### src/hdl/brl_pkg.sv
// ---------------------------------------------------------------------------
// brl_pkg
// Shared types and codes for the block range reader/writer lock table.
// ---------------------------------------------------------------------------
package brl_pkg;

	localparam int SLOTS = 16;
	localparam int IDX_W = $clog2(SLOTS);
	localparam int CNT_W = $clog2(SLOTS + 1);

	// answer kinds
	localparam logic [1:0] ANS_ACQ   = 2'd0;
	localparam logic [1:0] ANS_REL   = 2'd1;
	localparam logic [1:0] ANS_GRANT = 2'd2;

	// status codes
	localparam logic [2:0] STS_OK        = 3'd0;
	localparam logic [2:0] STS_WAIT      = 3'd1;
	localparam logic [2:0] STS_BADRANGE  = 3'd2;
	localparam logic [2:0] STS_FULL      = 3'd3;
	localparam logic [2:0] STS_BADHANDLE = 3'd4;

	// result select
	localparam logic [2:0] OSEL_BADRANGE = 3'd0;
	localparam logic [2:0] OSEL_FULL     = 3'd1;
	localparam logic [2:0] OSEL_ACQ      = 3'd2;
	localparam logic [2:0] OSEL_BADH     = 3'd3;
	localparam logic [2:0] OSEL_REL      = 3'd4;
	localparam logic [2:0] OSEL_GRANT    = 3'd5;

	localparam logic KIND_ACQ = 1'b0;

	typedef struct packed {
		logic        kind;
		logic [63:0] offset;
		logic [63:0] length;
		logic        write_mode;
		logic [3:0]  handle;
	} req_t;

	typedef struct packed {
		logic [1:0] answer_kind;
		logic [2:0] status;
		logic [3:0] slot;
		logic [4:0] active_total;
		logic [4:0] waiting_total;
		logic       last;
	} rsp_t;

	typedef struct packed {
		logic       cap;
		logic       calc_a;
		logic       calc_b;
		logic       alloc;
		logic       rel_free;
		logic       scan;
		logic       load;
		logic [2:0] osel;
	} cmd_t;

	typedef struct packed {
		logic bad;
		logic has_free;
		logic h_active;
		logic scan_done;
		logic n_zero;
		logic g_last;
		logic out_free;
	} sts_t;

endpackage

### src/hdl/brl_ctrl.sv
// ---------------------------------------------------------------------------
// brl_ctrl
// Sequencer for acquire and release items; drives the datapath by commands.
// ---------------------------------------------------------------------------
module brl_ctrl (
	input  logic          clk,
	input  logic          arst_n,
	input  logic          req_valid,
	input  logic          req_kind,
	output logic          req_stall,
	input  brl_pkg::sts_t sts,
	output brl_pkg::cmd_t cmd
);

	localparam logic [3:0] S_IDLE   = 4'd0;
	localparam logic [3:0] S_CALC_A = 4'd1;
	localparam logic [3:0] S_CALC_B = 4'd2;
	localparam logic [3:0] S_CHK    = 4'd3;
	localparam logic [3:0] S_DECIDE = 4'd4;
	localparam logic [3:0] S_RELCHK = 4'd5;
	localparam logic [3:0] S_SCAN   = 4'd6;
	localparam logic [3:0] S_EMREL  = 4'd7;
	localparam logic [3:0] S_EMG    = 4'd8;

	logic [3:0] state_q, state_d;

	assign req_stall = (state_q != S_IDLE);

	always_comb begin
		state_d = state_q;
		cmd = '0;
		case (state_q)
			S_IDLE: begin
				if (req_valid) begin
					cmd.cap = 1'b1;
					state_d = (req_kind == brl_pkg::KIND_ACQ) ? S_CALC_A : S_RELCHK;
				end
			end
			S_CALC_A: begin
				cmd.calc_a = 1'b1;
				state_d = S_CALC_B;
			end
			S_CALC_B: begin
				cmd.calc_b = 1'b1;
				state_d = S_CHK;
			end
			S_CHK: begin
				if (sts.bad) begin
					if (sts.out_free) begin
						cmd.load = 1'b1;
						cmd.osel = brl_pkg::OSEL_BADRANGE;
						state_d = S_IDLE;
					end
				end else if (!sts.has_free) begin
					if (sts.out_free) begin
						cmd.load = 1'b1;
						cmd.osel = brl_pkg::OSEL_FULL;
						state_d = S_IDLE;
					end
				end else begin
					cmd.alloc = 1'b1;
					state_d = S_DECIDE;
				end
			end
			S_DECIDE: begin
				if (sts.out_free) begin
					cmd.load = 1'b1;
					cmd.osel = brl_pkg::OSEL_ACQ;
					state_d = S_IDLE;
				end
			end
			S_RELCHK: begin
				if (!sts.h_active) begin
					if (sts.out_free) begin
						cmd.load = 1'b1;
						cmd.osel = brl_pkg::OSEL_BADH;
						state_d = S_IDLE;
					end
				end else begin
					cmd.rel_free = 1'b1;
					state_d = S_SCAN;
				end
			end
			S_SCAN: begin
				if (sts.scan_done) begin
					state_d = S_EMREL;
				end else begin
					cmd.scan = 1'b1;
				end
			end
			S_EMREL: begin
				if (sts.out_free) begin
					cmd.load = 1'b1;
					cmd.osel = brl_pkg::OSEL_REL;
					state_d = sts.n_zero ? S_IDLE : S_EMG;
				end
			end
			S_EMG: begin
				if (sts.out_free) begin
					cmd.load = 1'b1;
					cmd.osel = brl_pkg::OSEL_GRANT;
					if (sts.g_last) begin
						state_d = S_IDLE;
					end
				end
			end
			default: begin
				state_d = S_IDLE;
			end
		endcase
	end

	always_ff @(posedge clk or negedge arst_n) begin
		if (!arst_n) begin
			state_q <= S_IDLE;
		end else begin
			state_q <= state_d;
		end
	end

endmodule

### config.mk
export PLATFORM = sky130hd
export DESIGN_NAME = brl_ctrl
export DESIGN_NICKNAME = d
export VERILOG_FILES = /design/src/hdl/brl_pkg.sv /design/src/hdl/brl_ctrl.sv
export SDC_FILE = /design/constraint.sdc
export NUM_CORES = 1
export LEC_CHECK = 0
export BUFFER_PORTS_ARGS = -buffer_cell sky130_fd_sc_hd__buf_4
export CORE_AREA = 2 2 39 41
export DETAILED_ROUTE_END_ITERATION = 8
export DIE_AREA = 0 0 41 43
export PLACE_DENSITY_LB_ADDON = 0.08
export SYNTH_ARGS = -nofsm -noshare
export SYNTH_HDL_FRONTEND = slang
export SYNTH_SLANG_ARGS = --single-unit
### constraint.sdc
create_clock -name clk -period 2.73 [get_ports clk]
set_input_delay 0.1365 -clock clk [delete_from_list [all_inputs] [get_ports clk]]
set_output_delay 0.1365 -clock clk [all_outputs]
set_load 0.02 [all_outputs]
==> flow_summary.json <==
{
  "postLayoutCoreUtil": 0.5054,
  "ant_nets": 0,
  "layout_common_cells": "buf_4 (21), nand2b_1 (7), nor3_1 (7), nor2_1 (7), nand2_1 (5)",
  "peakVddDrop_uv": 592.1,
  "vias_per_cell": 5.476,
  "die_h_um": 43,
  "antenna_found_initial": 0,
  "slew_violations": 0,
  "synth_xor_xnor_area_share": 0,
  "syn_avg_cell_area_um2": 7.616,
  "dp_slack_ps": 1026,
  "final_nets": 102,
  "dp.final_hpwl_um": 1031,
  "cts_tree": "done",
  "regMostFlops": "state_q",
  "largestRegisters": "state_q (4)",
  "p_per_area_nw_per_um2": 973.1,
  "synth-adder-area-share": 0,
  "hold_violations": 0,
  "port_buffers": 21,
  "wirelength_um": 1368,
  "largest_reg_flops": 4,
  "rows": 14,
  "post-cts-setup-buffer-count": 0,
  "total_leakage_power_nw": 0.3088,
  "place_congestion": 0.8224,
  "drt_iter0_drc": 4,
  "status": "completed",
  "maxCapViolations": 0,
  "clk_pin_slew_worst_paths_ps": 40,
  "setup_ws_ps": 812.1,
  "path_class": "flip-flop to output pin",
  "vias": 575,
  "cpMaxStageDelayCell": "dfrtp_1",
  "syn_to_final_growth_pct": 33.10,
  "post_synth_num_cell_types": 33,
  "startpoint_type": "flip-flop",
  "cts_sinks": 4,
  "placed_area_um2": 666.9,
  "synth_seq_area_share": 0.1905,
  "worstPathRequired_ps": 2590,
  "fp.dieW_um": 41,
  "htreeDepth": 1,
  "crit_chain": "nand2b_1 -> o32a_1 -> nor2_1 -> buf_4",
  "critPathMaxFanout": 18,
  "core_um2": 1384,
  "synth-simple-area-share": 0.4167,
  "final_common_cell": "buf_4",
  "setup_viol": 0,
  "design_area_um2": 699.4,
  "first_pass_iters": 4,
  "timing.final.crit_share": 0.7025,
  "synth_compound_area_frac": 0.2881,
  "finalSetupTns_ps": 0,
  "cts_inserted_buffers": 3,
  "arrival_ps": 1780,
  "post-route-min-period_ps": 1918,
  "synth-seq-cells": 4,
  "io_pins": 22,
  "path_delay_family": "flip-flops",
  "fin_skew_ps": 10.56,
  "grt_pass1_wl_um": 2242,
  "grt.overflow.total": 0,
  "clk_latency_ps": 250,
  "clock.fmax_ghz": 0.5214,
  "syn-cell-area_um2": 525.5,
  "grt_pass1_vias": 515,
  "synthCells": 69,
  "hp-class": "input pin to asynchronous set/reset pin",
  "clock_path_buffers": 2,
  "synth_top_family_by_area": "simple AND/OR/NAND/NOR gates",
  "grt_max_degree": 19,
  "critPathBufInv": 1,
  "slowest_delay_ps": 710,
  "end_kind": "output pin",
  "ys.warnings.count": 0,
  "drc": 0,
  "start_util": 0.3797,
  "die_area_um2": 1763,
  "grtUsageTotal": 0.1871,
  "muxShareOfSynthArea": 0.02143,
  "drive_above_1_share": 0.3146,
  "cts-root-buf": "clkbuf_4",
  "rsz0062_at_grt": "false",
  "maxSlewHeadroom": 0.6035,
  "diodes": 0,
  "routedWlPerCell_um": 13.03,
  "syn_nets": 80,
  "worst_slew_pin_slew_ps": 594.7
}
-- metrics by stage --
step | power (W) | hold slack, ps | instances
final | 0.0006806 | 211.8 | 105
after global routing | 0.0007423 | 218.6 | 105
after CTS | 0.0006853 | 212.2 | 105
after detailed placement | 0.0006040 | -65.42 | 101
after global placement | 0.0006105 | -66.68 | 101
after floorplan | 0.0005030 | -159.1 | 69
-- cells by family (layout without fill, tap and decap cells) --
| kind of cell | Yosys count | count (layout) |
|---|---|---|
| compound gates | 21 | 21 |
| buf+inv | 7 | 27 |
| flops | 4 | 4 |
| mux | 1 | 1 |
| simple gates | 36 | 36 |
-- cell type report --
class | instances | area, µm²
sequential | 4 | 100.1
timing repair buffer | 22 | 167.7
multi-input combinational | 58 | 381.6
tap | 16 | 20.02
inverter | 2 | 7.507
clock buffer | 3 | 22.52
fill | 162 | 684.4
-- repair_timing --
item,CTS,global route
hold buffers,1,0
gates resized for setup,0,0
endpoints found under the hold margin,4,0
-- power by group --
part / switching, W / internal [W] / total (W)
Clock: 0.0000270 / 0.0000493 / 0.0000763
Sequential: 0.000106 / 0.0000837 / 0.000190
Combinational: 0.000218 / 0.000196 / 0.000415
-- synthesized netlist by cell type, drive strengths merged --
cell type	n	area (µm²)
and3	2	12.51
o22ai	2	18.77
or3	1	6.260
a22oi	1	7.510
a31oi	1	6.260
clkbuf	1	3.750
nand2b	7	43.79
o32a	1	10.01
nor4b	2	38.78
nor2b	2	12.51
a21oi	4	23.77
dfrtp	4	100.1
nand2	5	18.77
o21a	1	7.510
a21boi	1	7.510
o2bb2ai	1	8.760
a221o	1	10.01
and4bb	1	12.51
inv	2	7.510
mux2	1	11.26
o21ai	5	25.02
or2	1	6.260
buf	4	32.53
o2111ai	1	8.760
nor3	7	35.03
a22o	2	17.52
nor2	7	26.28
and2	1	6.260
-- final timing paths --
| check | startpoint | endpoint | cells past startpoint | slack [ps] |
|---|---|---|---|---|
| hold reg to reg | state_q[1] | state_q[2] | 1 | 790 |
| setup / recovery | state_q[2] | cmd[0] | 4 | 810 |
| hold / removal | arst_n | state_q[3] | 2 | 210 |
| min in group clk | sts[0] | state_q[2] | 3 | 280 |
| setup reg to reg | state_q[2] | state_q[3] | 4 | 1020 |
| max in group asynchronous | arst_n | state_q[0] | 2 | 2410 |
-- layer usage --
| layer | share of wire | track usage | vias up | wire length (µm) |
|---|---|---|---|---|
| met3 | 0.072 | 0.09948 | 2 | 98 |
| met2 | 0.46 | 0.2500 | 17 | 628 |
| li1 | - | - | 294 | - |
| met4 | 0.0044 | 0.04000 | 0 | 6 |
| met5 | 0 | 0 | - | 0 |
| met1 | 0.46 | 0.2621 | 262 | 634 |
(Power assumes the default switching activity.)
